File: config.mk
export PLATFORM = sky130hd
export DESIGN_NAME = printf_integer_formatter_core
export DESIGN_NICKNAME = d
export VERILOG_FILES = /design/src/sv/pifmt_pkg.sv /design/src/sv/pifmt_digit_reg.sv /design/src/sv/printf_integer_formatter_core.sv
export SDC_FILE = /design/constraint.sdc
export NUM_CORES = 1
export LEC_CHECK = 0
export ABC_AREA = 1
export BUFFER_PORTS_ARGS = -buffer_cell sky130_fd_sc_hd__buf_4
export CORE_MARGIN = 1.5
export CORE_UTILIZATION = 35
export CTS_BUF_LIST = sky130_fd_sc_hd__clkbuf_16
export CTS_CLUSTER_SIZE = 20
export DETAILED_ROUTE_END_ITERATION = 12
export GPL_TIMING_DRIVEN = 0
export PLACE_DENSITY = 0.56
export SKIP_LAST_GASP = 1
export SLEW_MARGIN = 20
export SYNTH_ARGS = -nofsm -noshare
export SYNTH_HDL_FRONTEND = slang
export SYNTH_SLANG_ARGS = --single-unit
File: constraint.sdc
create_clock -name clk -period 8.9 [get_ports clk]
set_clock_uncertainty 0.1 [all_clocks]
set_input_delay 1.78 -clock clk [delete_from_list [all_inputs] [get_ports clk]]
set_output_delay 1.78 -clock clk [all_outputs]
set_load 0.01 [all_outputs]
File: src/sv/pifmt_pkg.sv
// Shared types, constants and character helpers for the integer formatter.
// Used by pifmt_digit_reg and printf_integer_formatter_core; depends on nothing.
package pifmt_pkg;

  typedef enum logic [1:0] {
    RDX_DEC,
    RDX_OCT,
    RDX_HEX
  } radix_t;

  typedef enum logic [3:0] {
    ST_IDLE,
    ST_DABBLE,
    ST_STRIP,
    ST_PLAN,
    ST_LPAD,
    ST_PFX0,
    ST_PFX1,
    ST_SIGN,
    ST_ZERO,
    ST_DIGIT,
    ST_TPAD
  } state_t;

  // Operand size codes.
  localparam logic [1:0] Sz8  = 2'd0;
  localparam logic [1:0] Sz16 = 2'd1;
  localparam logic [1:0] Sz32 = 2'd2;
  localparam logic [1:0] Sz64 = 2'd3;

  // Flag bit positions.
  localparam int unsigned FlLeft  = 0;
  localparam int unsigned FlPlus  = 1;
  localparam int unsigned FlSpace = 2;
  localparam int unsigned FlAlt   = 3;
  localparam int unsigned FlZero  = 4;

  localparam logic [5:0] PrecCap = 6'd60;
  localparam logic [5:0] PrecPtr = 6'd16;

  // Digit counts before leading zeros are stripped.
  localparam logic [4:0] LenHex  = 5'd16;
  localparam logic [4:0] LenOct  = 5'd22;
  localparam logic [4:0] LenDec  = 5'd22;
  localparam logic [4:0] LenNull = 5'd9;

  localparam logic [7:0] ChSpace = 8'h20;
  localparam logic [7:0] ChZero  = 8'h30;
  localparam logic [7:0] ChPlus  = 8'h2B;
  localparam logic [7:0] ChMinus = 8'h2D;
  localparam logic [7:0] ChLowX  = 8'h78;
  localparam logic [7:0] ChUpX   = 8'h58;

  typedef struct packed {
    logic       load;
    logic       dabble;
    logic       shift;
    radix_t     radix;
    logic [1:0] size_code;
  } dig_ctl_t;

  function automatic logic [7:0] digit_char(input logic [3:0] d, input logic up);
    logic [7:0] c;
    begin
      c = (d < 4'd10) ? (8'h30 + {4'h0, d}) : (8'h37 + {4'h0, d});
      digit_char = up ? c : (c | 8'h20);
    end
  endfunction

  function automatic logic [7:0] null_char(input logic [3:0] idx);
    logic [7:0] c;
    begin
      case (idx)
        4'd0:    c = 8'h28;
        4'd1:    c = 8'h6E;
        4'd2:    c = 8'h75;
        4'd3:    c = 8'h6C;
        4'd4:    c = 8'h6C;
        4'd5:    c = 8'h70;
        4'd6:    c = 8'h74;
        4'd7:    c = 8'h72;
        4'd8:    c = 8'h29;
        default: c = ChSpace;
      endcase
      null_char = c;
    end
  endfunction

endpackage

File: src/sv/pifmt_digit_reg.sv
// Digit shift register: bit-serial double dabble for decimal, direct load for
// octal and hex, and a left shift of one digit per step. Depends on pifmt_pkg.
module pifmt_digit_reg (
  input  logic                clk,
  input  pifmt_pkg::dig_ctl_t ctl,
  input  logic [63:0]         mag,
  output logic [3:0]          top_digit
);

  logic [87:0] dg_r, dg_nxt;
  logic [63:0] src_r, src_nxt;
  logic [87:0] adj;

  // Add three to every BCD nibble of five or more before the next shift.
  always_comb begin
    for (int i = 0; i < 22; i++) begin
      adj[i*4 +: 4] = (dg_r[i*4 +: 4] >= 4'd5) ? (dg_r[i*4 +: 4] + 4'd3) : dg_r[i*4 +: 4];
    end
  end

  always_comb begin
    dg_nxt  = dg_r;
    src_nxt = src_r;
    if (ctl.load) begin
      case (ctl.radix)
        pifmt_pkg::RDX_HEX: dg_nxt = {mag, 24'h0};
        pifmt_pkg::RDX_OCT: dg_nxt = {2'b00, mag, 22'h0};
        default:            dg_nxt = '0;
      endcase
      // The operand is left-aligned so that its top bit enters first.
      case (ctl.size_code)
        pifmt_pkg::Sz8:  src_nxt = {mag[7:0], 56'h0};
        pifmt_pkg::Sz16: src_nxt = {mag[15:0], 48'h0};
        pifmt_pkg::Sz32: src_nxt = {mag[31:0], 32'h0};
        default:         src_nxt = mag;
      endcase
    end else if (ctl.dabble) begin
      dg_nxt  = {adj[86:0], src_r[63]};
      src_nxt = {src_r[62:0], 1'b0};
    end else if (ctl.shift) begin
      if (ctl.radix == pifmt_pkg::RDX_OCT) begin
        dg_nxt = {dg_r[84:0], 3'b000};
      end else begin
        dg_nxt = {dg_r[83:0], 4'h0};
      end
    end
  end

  always_ff @(posedge clk) begin
    dg_r  <= dg_nxt;
    src_r <= src_nxt;
  end

  assign top_digit = (ctl.radix == pifmt_pkg::RDX_OCT) ? {1'b0, dg_r[87:85]} : dg_r[87:84];

endmodule

File: src/sv/printf_integer_formatter_core.sv
// Formats one integer request as printf %d/%i/%u/%o/%x/%X/%p text, one ASCII
// character per strobe on out_valid, with out_last on the final character. A request
// is taken when start is high and busy is low; busy then stays high at least until
// the last character has gone. The receiver cannot stall, so characters leave at
// most one per cycle. A request is decoded at the edge that takes it. Decimal then
// shifts every operand bit (8, 16, 32 or 64) through the bit-serial BCD converter;
// every radix then strips leading zero digits (up to 21), plans the padding, and
// then runs the output phases, which emit the characters.
// Depends on pifmt_pkg and pifmt_digit_reg.
module printf_integer_formatter_core #(
  parameter int MAX_FIELD = 64
) (
  input  logic              clk,
  input  logic              rst_n,
  input  logic              start,
  output logic              busy,
  input  logic [63:0]       in_value_bits,
  input  logic [1:0]        in_size_code,
  input  logic              in_is_signed,
  input  logic [1:0]        in_radix,
  input  logic              in_uppercase,
  input  logic              in_pointer_mode,
  input  logic [4:0]        in_flag_bits,
  input  logic [6:0]        in_field_width,
  input  logic signed [6:0] in_min_digits,
  output logic              out_valid,
  output logic [7:0]        out_character,
  output logic              out_last
);

  localparam logic [6:0] MaxFieldC = 7'(MAX_FIELD);

  pifmt_pkg::state_t   state_r, state_nxt;
  pifmt_pkg::dig_ctl_t dctl;
  logic [3:0]          top_digit;

  // Decoded request, combinational from the input ports.
  pifmt_pkg::radix_t rdx_w;
  logic [1:0]        sc_w;
  logic              sgn_w, up_w, given_w, nullp_w, neg_w, topbit_w;
  logic              alt_w, zero_w, plus_w, space_w, left_w;
  logic [5:0]        prec_w;
  logic [63:0]       mask_w, t_w, mag_w;
  logic [6:0]        wd_w, bits_w;
  logic [1:0]        plen_w;

  // Request registers.
  pifmt_pkg::radix_t rdx_r, rdx_nxt;
  logic up_r, up_nxt, neg_r, neg_nxt, left_r, left_nxt, plus_r, plus_nxt;
  logic space_r, space_nxt, zero_r, zero_nxt, given_r, given_nxt, nullp_r, nullp_nxt;
  logic [5:0] prec_r, prec_nxt;
  logic [6:0] wd_r, wd_nxt;
  logic [1:0] plen_r, plen_nxt;

  // Sequencing counters.
  logic [6:0] bc_r, bc_nxt;
  logic [4:0] len_r, len_nxt;
  logic [6:0] lpad_r, lpad_nxt, zcnt_r, zcnt_nxt, tpad_r, tpad_nxt, rem_r, rem_nxt;

  // Padding plan.
  logic       has_sign;
  logic       prec_wins;
  logic [5:0] body, zp;
  logic [8:0] rest;
  logic [6:0] pad;

  assign busy = (state_r != pifmt_pkg::ST_IDLE);

  always_comb begin
    if (in_pointer_mode) begin
      rdx_w = pifmt_pkg::RDX_HEX;
    end else if (in_radix == 2'(pifmt_pkg::RDX_OCT)) begin
      rdx_w = pifmt_pkg::RDX_OCT;
    end else if (in_radix == 2'(pifmt_pkg::RDX_HEX)) begin
      rdx_w = pifmt_pkg::RDX_HEX;
    end else begin
      rdx_w = pifmt_pkg::RDX_DEC;
    end
    sc_w  = in_pointer_mode ? pifmt_pkg::Sz64 : in_size_code;
    sgn_w = !in_pointer_mode && in_is_signed;
    up_w  = !in_pointer_mode && in_uppercase;

    case (sc_w)
      pifmt_pkg::Sz8:  mask_w = 64'h0000_0000_0000_00FF;
      pifmt_pkg::Sz16: mask_w = 64'h0000_0000_0000_FFFF;
      pifmt_pkg::Sz32: mask_w = 64'h0000_0000_FFFF_FFFF;
      default:         mask_w = 64'hFFFF_FFFF_FFFF_FFFF;
    endcase
    t_w = in_value_bits & mask_w;
    case (sc_w)
      pifmt_pkg::Sz8:  begin topbit_w = t_w[7];  bits_w = 7'd8;  end
      pifmt_pkg::Sz16: begin topbit_w = t_w[15]; bits_w = 7'd16; end
      pifmt_pkg::Sz32: begin topbit_w = t_w[31]; bits_w = 7'd32; end
      default:         begin topbit_w = t_w[63]; bits_w = 7'd64; end
    endcase
    neg_w   = sgn_w && topbit_w;
    mag_w   = neg_w ? ((~t_w + 64'd1) & mask_w) : t_w;
    nullp_w = in_pointer_mode && (t_w == 64'd0);

    if (in_pointer_mode) begin
      prec_w = pifmt_pkg::PrecPtr;
    end else if (in_min_digits[5:0] > pifmt_pkg::PrecCap) begin
      prec_w = pifmt_pkg::PrecCap;
    end else begin
      prec_w = in_min_digits[5:0];
    end
    given_w = (in_pointer_mode || !in_min_digits[6]) && !nullp_w;

    left_w  = in_flag_bits[pifmt_pkg::FlLeft];
    plus_w  = sgn_w && in_flag_bits[pifmt_pkg::FlPlus];
    space_w = sgn_w && in_flag_bits[pifmt_pkg::FlSpace] && !plus_w;
    alt_w   = (in_flag_bits[pifmt_pkg::FlAlt] || in_pointer_mode) && !nullp_w;
    zero_w  = (in_flag_bits[pifmt_pkg::FlZero] || in_pointer_mode) && !left_w
              && !given_w && !nullp_w;

    if (!alt_w) begin
      plen_w = 2'd0;
    end else if (rdx_w == pifmt_pkg::RDX_OCT) begin
      plen_w = 2'd1;
    end else if (rdx_w == pifmt_pkg::RDX_HEX) begin
      plen_w = 2'd2;
    end else begin
      plen_w = 2'd0;
    end

    wd_w = (in_field_width > MaxFieldC) ? MaxFieldC : in_field_width;
  end

  pifmt_digit_reg u_digits (
    .clk       (clk),
    .ctl       (dctl),
    .mag       (mag_w),
    .top_digit (top_digit)
  );

  // Padding plan from the stripped digit count.
  always_comb begin
    has_sign  = neg_r || plus_r || space_r;
    prec_wins = given_r && (prec_r > {1'b0, len_r});
    body      = prec_wins ? prec_r : {1'b0, len_r};
    zp        = prec_wins ? (prec_r - {1'b0, len_r}) : 6'd0;
    rest      = {2'b00, wd_r} - {7'h0, plen_r} - {8'h0, has_sign} - {3'b000, body};
    pad       = rest[8] ? 7'd0 : rest[6:0];
  end

  // Next state.
  always_comb begin
    state_nxt = state_r;
    case (state_r)
      pifmt_pkg::ST_IDLE: begin
        if (start) begin
          state_nxt = (rdx_w == pifmt_pkg::RDX_DEC) ? pifmt_pkg::ST_DABBLE
                                                    : pifmt_pkg::ST_STRIP;
        end
      end
      pifmt_pkg::ST_DABBLE: begin
        if (bc_r == 7'd1) begin
          state_nxt = pifmt_pkg::ST_STRIP;
        end
      end
      pifmt_pkg::ST_STRIP: begin
        if (nullp_r || top_digit != 4'h0 || len_r == 5'd1) begin
          state_nxt = pifmt_pkg::ST_PLAN;
        end
      end
      pifmt_pkg::ST_PLAN: state_nxt = pifmt_pkg::ST_LPAD;
      pifmt_pkg::ST_LPAD: begin
        if (lpad_r <= 7'd1) begin
          state_nxt = pifmt_pkg::ST_PFX0;
        end
      end
      pifmt_pkg::ST_PFX0: state_nxt = pifmt_pkg::ST_PFX1;
      pifmt_pkg::ST_PFX1: state_nxt = pifmt_pkg::ST_SIGN;
      pifmt_pkg::ST_SIGN: state_nxt = pifmt_pkg::ST_ZERO;
      pifmt_pkg::ST_ZERO: begin
        if (zcnt_r <= 7'd1) begin
          state_nxt = pifmt_pkg::ST_DIGIT;
        end
      end
      pifmt_pkg::ST_DIGIT: begin
        if (len_r <= 5'd1) begin
          state_nxt = pifmt_pkg::ST_TPAD;
        end
      end
      pifmt_pkg::ST_TPAD: begin
        if (tpad_r <= 7'd1) begin
          state_nxt = pifmt_pkg::ST_IDLE;
        end
      end
      default: state_nxt = pifmt_pkg::ST_IDLE;
    endcase
  end

  // Outputs and digit register control.
  always_comb begin
    out_valid      = 1'b0;
    out_character  = pifmt_pkg::ChSpace;
    dctl.load      = 1'b0;
    dctl.dabble    = 1'b0;
    dctl.shift     = 1'b0;
    dctl.radix     = (state_r == pifmt_pkg::ST_IDLE) ? rdx_w : rdx_r;
    dctl.size_code = sc_w;
    case (state_r)
      pifmt_pkg::ST_IDLE:   dctl.load = start;
      pifmt_pkg::ST_DABBLE: dctl.dabble = 1'b1;
      pifmt_pkg::ST_STRIP:  dctl.shift = !nullp_r && top_digit == 4'h0 && len_r > 5'd1;
      pifmt_pkg::ST_LPAD:   out_valid = (lpad_r != 7'd0);
      pifmt_pkg::ST_PFX0: begin
        out_valid     = (plen_r != 2'd0);
        out_character = pifmt_pkg::ChZero;
      end
      pifmt_pkg::ST_PFX1: begin
        out_valid     = (plen_r == 2'd2);
        out_character = up_r ? pifmt_pkg::ChUpX : pifmt_pkg::ChLowX;
      end
      pifmt_pkg::ST_SIGN: begin
        out_valid = neg_r || plus_r || space_r;
        if (neg_r) begin
          out_character = pifmt_pkg::ChMinus;
        end else if (plus_r) begin
          out_character = pifmt_pkg::ChPlus;
        end
      end
      pifmt_pkg::ST_ZERO: begin
        out_valid     = (zcnt_r != 7'd0);
        out_character = pifmt_pkg::ChZero;
      end
      pifmt_pkg::ST_DIGIT: begin
        out_valid = 1'b1;
        if (nullp_r) begin
          out_character = pifmt_pkg::null_char(4'(pifmt_pkg::LenNull - len_r));
        end else begin
          out_character = pifmt_pkg::digit_char(top_digit, up_r);
          dctl.shift    = 1'b1;
        end
      end
      pifmt_pkg::ST_TPAD: out_valid = (tpad_r != 7'd0);
      default: ;
    endcase
    out_last = out_valid && (rem_r == 7'd1);
  end

  // Request registers and counters.
  always_comb begin
    rdx_nxt   = rdx_r;
    up_nxt    = up_r;
    neg_nxt   = neg_r;
    left_nxt  = left_r;
    plus_nxt  = plus_r;
    space_nxt = space_r;
    zero_nxt  = zero_r;
    given_nxt = given_r;
    nullp_nxt = nullp_r;
    prec_nxt  = prec_r;
    wd_nxt    = wd_r;
    plen_nxt  = plen_r;
    bc_nxt    = bc_r;
    len_nxt   = len_r;
    lpad_nxt  = lpad_r;
    zcnt_nxt  = zcnt_r;
    tpad_nxt  = tpad_r;
    rem_nxt   = rem_r;
    case (state_r)
      pifmt_pkg::ST_IDLE: begin
        if (start) begin
          rdx_nxt   = rdx_w;
          up_nxt    = up_w;
          neg_nxt   = neg_w;
          left_nxt  = left_w;
          plus_nxt  = plus_w;
          space_nxt = space_w;
          zero_nxt  = zero_w;
          given_nxt = given_w;
          nullp_nxt = nullp_w;
          prec_nxt  = prec_w;
          wd_nxt    = wd_w;
          plen_nxt  = plen_w;
          bc_nxt    = bits_w;
          if (nullp_w) begin
            len_nxt = pifmt_pkg::LenNull;
          end else if (rdx_w == pifmt_pkg::RDX_HEX) begin
            len_nxt = pifmt_pkg::LenHex;
          end else if (rdx_w == pifmt_pkg::RDX_OCT) begin
            len_nxt = pifmt_pkg::LenOct;
          end else begin
            len_nxt = pifmt_pkg::LenDec;
          end
        end
      end
      pifmt_pkg::ST_DABBLE: bc_nxt = bc_r - 7'd1;
      pifmt_pkg::ST_STRIP: begin
        if (dctl.shift) begin
          len_nxt = len_r - 5'd1;
        end
      end
      pifmt_pkg::ST_PLAN: begin
        lpad_nxt = (!left_r && !zero_r) ? pad : 7'd0;
        zcnt_nxt = (zero_r ? pad : 7'd0) + {1'b0, zp};
        tpad_nxt = left_r ? pad : 7'd0;
        rem_nxt  = pad + {1'b0, body} + {5'h0, plen_r} + {6'h0, has_sign};
      end
      pifmt_pkg::ST_LPAD: begin
        if (lpad_r != 7'd0) begin
          lpad_nxt = lpad_r - 7'd1;
        end
      end
      pifmt_pkg::ST_ZERO: begin
        if (zcnt_r != 7'd0) begin
          zcnt_nxt = zcnt_r - 7'd1;
        end
      end
      pifmt_pkg::ST_DIGIT: len_nxt = len_r - 5'd1;
      pifmt_pkg::ST_TPAD: begin
        if (tpad_r != 7'd0) begin
          tpad_nxt = tpad_r - 7'd1;
        end
      end
      default: ;
    endcase
    if (out_valid) begin
      rem_nxt = rem_r - 7'd1;
    end
  end

  always_ff @(posedge clk) begin
    if (!rst_n) begin
      state_r <= pifmt_pkg::ST_IDLE;
    end else begin
      state_r <= state_nxt;
    end
  end

  always_ff @(posedge clk) begin
    rdx_r   <= rdx_nxt;
    up_r    <= up_nxt;
    neg_r   <= neg_nxt;
    left_r  <= left_nxt;
    plus_r  <= plus_nxt;
    space_r <= space_nxt;
    zero_r  <= zero_nxt;
    given_r <= given_nxt;
    nullp_r <= nullp_nxt;
    prec_r  <= prec_nxt;
    wd_r    <= wd_nxt;
    plen_r  <= plen_nxt;
    bc_r    <= bc_nxt;
    len_r   <= len_nxt;
    lpad_r  <= lpad_nxt;
    zcnt_r  <= zcnt_nxt;
    tpad_r  <= tpad_nxt;
    rem_r   <= rem_nxt;
  end

endmodule
==> results.cfg <==
[timing]
slew_viol_final = 0
worst_pin_slew_ns = 1.013
relSlewSlack_pct = 31.77
hold_violations = 0
fin_hold_ws_ns = 0.3929
rsz0062_at_grt = false
fmax_mhz = 136.1
min_period_ns = 7.346
period_share_pct = 82.54
setup_viol = 0

[synthesis]
ys.warnings.count = 0
synthTopCellsByArea = edfxtp_1 (34%), nand2_1 (9.8%), o21ai_0 (9.2%)
netlist.area_leader.share_pct = 34.44
synthFlopType = edfxtp_1
avgSynthCellArea_um2 = 7.231
ys_seq_area_share_pct = 34.86
ys_ff_latch = 221
ys_async_sr_fraction_pct = 0
synth-edff-count = 217
synth_common_cells = nand2_1 (493), inv_1 (383), o21ai_0 (347)
ys_types = 59
synth.most_common_cell = nand2_1
yosys.area.top_type = edfxtp_1
syn_inst = 2617
synth_area_um2 = 18920
synth_nets = 2816

[global_routing]
grtUsageTotal_pct = 25.58
grt_pass1_wl_mm = 109.5
antenna_found_initial = 0
grt_pass1_vias = 18350
overflow = 0
grt_max_degree = 43

[floorplanning]
core_area_um2 = 53600
core.rowCount = 85
initial_utilization_pct = 35.30
pin_count = 104
die_w_um = 235.5
die_y_um = 235.5
die_area_um2 = 55470

[detailed_routing]
postRouteAntennaNets = 0
via_per_inst = 5.654
num_vias = 19610
wire_per_inst_um = 21.11
drt_iter0_markers = 1941
route.detailed.drc = 0
wl_mm = 73.23
first_pass_iters = 6

[setup_path]
worstPathArrival_ns = 5.47
cp_slowest_cell = clkbuf_1
crit_family = buffers and inverters
slowest_delay_ns = 0.53
worstSetupPathType = primary input to primary output
cp_cell_sequence = buf_4, buf_4, nor3_1, o21ai_0, inv_1, ha_1, clkbuf_1, clkbuf_1, o21ai_0, inv_1, ha_1, o21ai_0, nand3_1, o31ai_1, buf_4
start_kind = primary input
crit_buf_inv = 7
path_max_fanout = 10
end_kind = primary output
crit_required_ns = 7.02

[placed_design]
port_buffers = 102
dp_hpwl_mm = 56.83
gp_congestion = 0.9575
dp.cells = 3419
place_area_um2 = 20660

[clocking]
holdBufCountCts = 0
cts_tree = done
post_cts_resized = 0
clock_sinks = 221
clockBufferDepth = 3
clk_latency_ns = 0.56
htreeDepth = 1
cts_buffers = 27
cts_setup_buffers = 0
clockRootBuffer = clkbuf_16
worst_setup_hold_path_clk_slew_ns = 0.06

[power_and_ir_drop]
p_int_uw = 4196
p_leak_uw = 0.009313
p_comb_share_pct = 57.1
swShare_pct = 47.76
total_power_uw = 8032
clkPwrFrac_pct = 13.5
peakVddDrop_mv = 0.1793
power_switching_uw = 3836
seq_power_share_pct = 29.4
powerDensity_nw_per_um2 = 373.5

[layout]
drive_gt1_share_pct = 8.736
fin_util_pct = 40.12
stdcell_count = 3468
area_delta_synth_final_pct = 13.65
fin_nets = 2951
finalInstanceArea_um2 = 21510

[worst_hold_path]
hold_class = flip-flop to flip-flop

[run]
cap_violations = 0

[run_status]
status = finished clean
-- path summary, 6_finish.rpt --
check,from,endpoint,slack [ns],depth (start not counted)
worst min register to register,state_r[3]$_SDFFE_PN0P_,state_r[3]$_SDFFE_PN0P_,0.39,2
worst max register to register,len_r[0]$_DFFE_PP_,rem_r[6]$_DFFE_PP_,2.48,33
worst max-delay path,in_pointer_mode,out_character[1],1.55,15
worst min-delay path,state_r[3]$_SDFFE_PN0P_,state_r[3]$_SDFFE_PN0P_,0.39,2
-- cell families after synthesis --
family	after synthesis	synth area share, %
fa+ha+maj	106	7.326
xor+xnor	42	1.944
buf+inv	495	10.26
compound gates	683	20.64
simple gates	1069	24.95
flops	221	34.86
other cells	1	0.01982
-- cell type report --
class                   count  area (um2)
fillers                  5717       32100
multi-input cells        1901       10400
flip-flops and latches    221        6596
inverters                 398        1494
well taps                 696       870.8
repair buffers            106       853.3
clock buffers              27       675.6
plain buffers              97       451.7
clock inverters            20       160.2
diodes                      2       5.005
-- state kept, by name, indices dropped and copies added, names as in the netlist, 2 cells and up --
register,cells
plen_r,2
state_r,4
rdx_r,2
rem_r,7
tpad_r,7
prec_r,6
zcnt_r,7
u_digits.src_r,64
wd_r,7
bc_r,7
lpad_r,7
len_r,5
u_digits.dg_r,88
-- placed cells by master (no fill, tap or decap), types with 9 or more instances in the layout --
cell,netlist,layout
a211oi_1,14,14
a21oi_1,138,138
and2_1,11,11
buf_1,11,11
buf_2,15,15
buf_4,7,109
clkbuf_1,59,57
clkbuf_16,0,27
edfxtp_1,217,217
ha_1,98,98
inv_1,383,391
inv_2,13,13
nand2_1,493,493
nand3_1,181,180
nand3b_1,12,12
nand4_1,81,81
nor2_1,225,225
nor3_1,13,13
o2111ai_1,9,9
o211ai_1,23,23
o21a_1,10,10
o21ai_0,347,346
o21ai_1,36,37
o21ai_2,10,10
o21bai_1,17,17
o221ai_1,30,30
o22ai_1,10,10
or2_2,28,28
xnor2_1,16,16
xor2_1,26,26
-- metal layers --
layer	track usage, %	wire [um]
met1	32.97	30230
met2	42.61	34160
met3	3.412	5453
met4	11.57	3380
met5	0	0
-- worst register-to-register path, delay by kind of cell, from the launching register on --
| family | cells | cell delay, ns |
|---|---|---|
| and+or+nand+nor | 12 | 1.36 |
| adders and majority gates | 7 | 2.32 |
| AOI/OAI and AO/OA | 7 | 1.10 |
| xor gates and xnor gates | 1 | 0.16 |
| DFF | 1 | 0.57 |
| buffers and inverters | 6 | 0.58 |
-- power groups by stage --
stage          registers, uW  logic, uW  clock network [uW]
6_report                2360       4580                1080
5_1_grt                 2420       5130                1130
4_1_cts                 2350       4540                1100
3_5_place_dp            2370       4510                   0
3_3_place_gp            2430       4360                   0
2_1_floorplan           2290       3150                   0
-- metrics by stage --
step                worst slack [ns]  setup TNS [ns]
finish                         1.554               0
global route                   1.322               0
CTS                            1.542               0
detailed placement             1.551               0
global placement             -0.6741          -58.26
floorplan                      2.050               0
No activity file was read; power rests on OpenSTA's default activity.
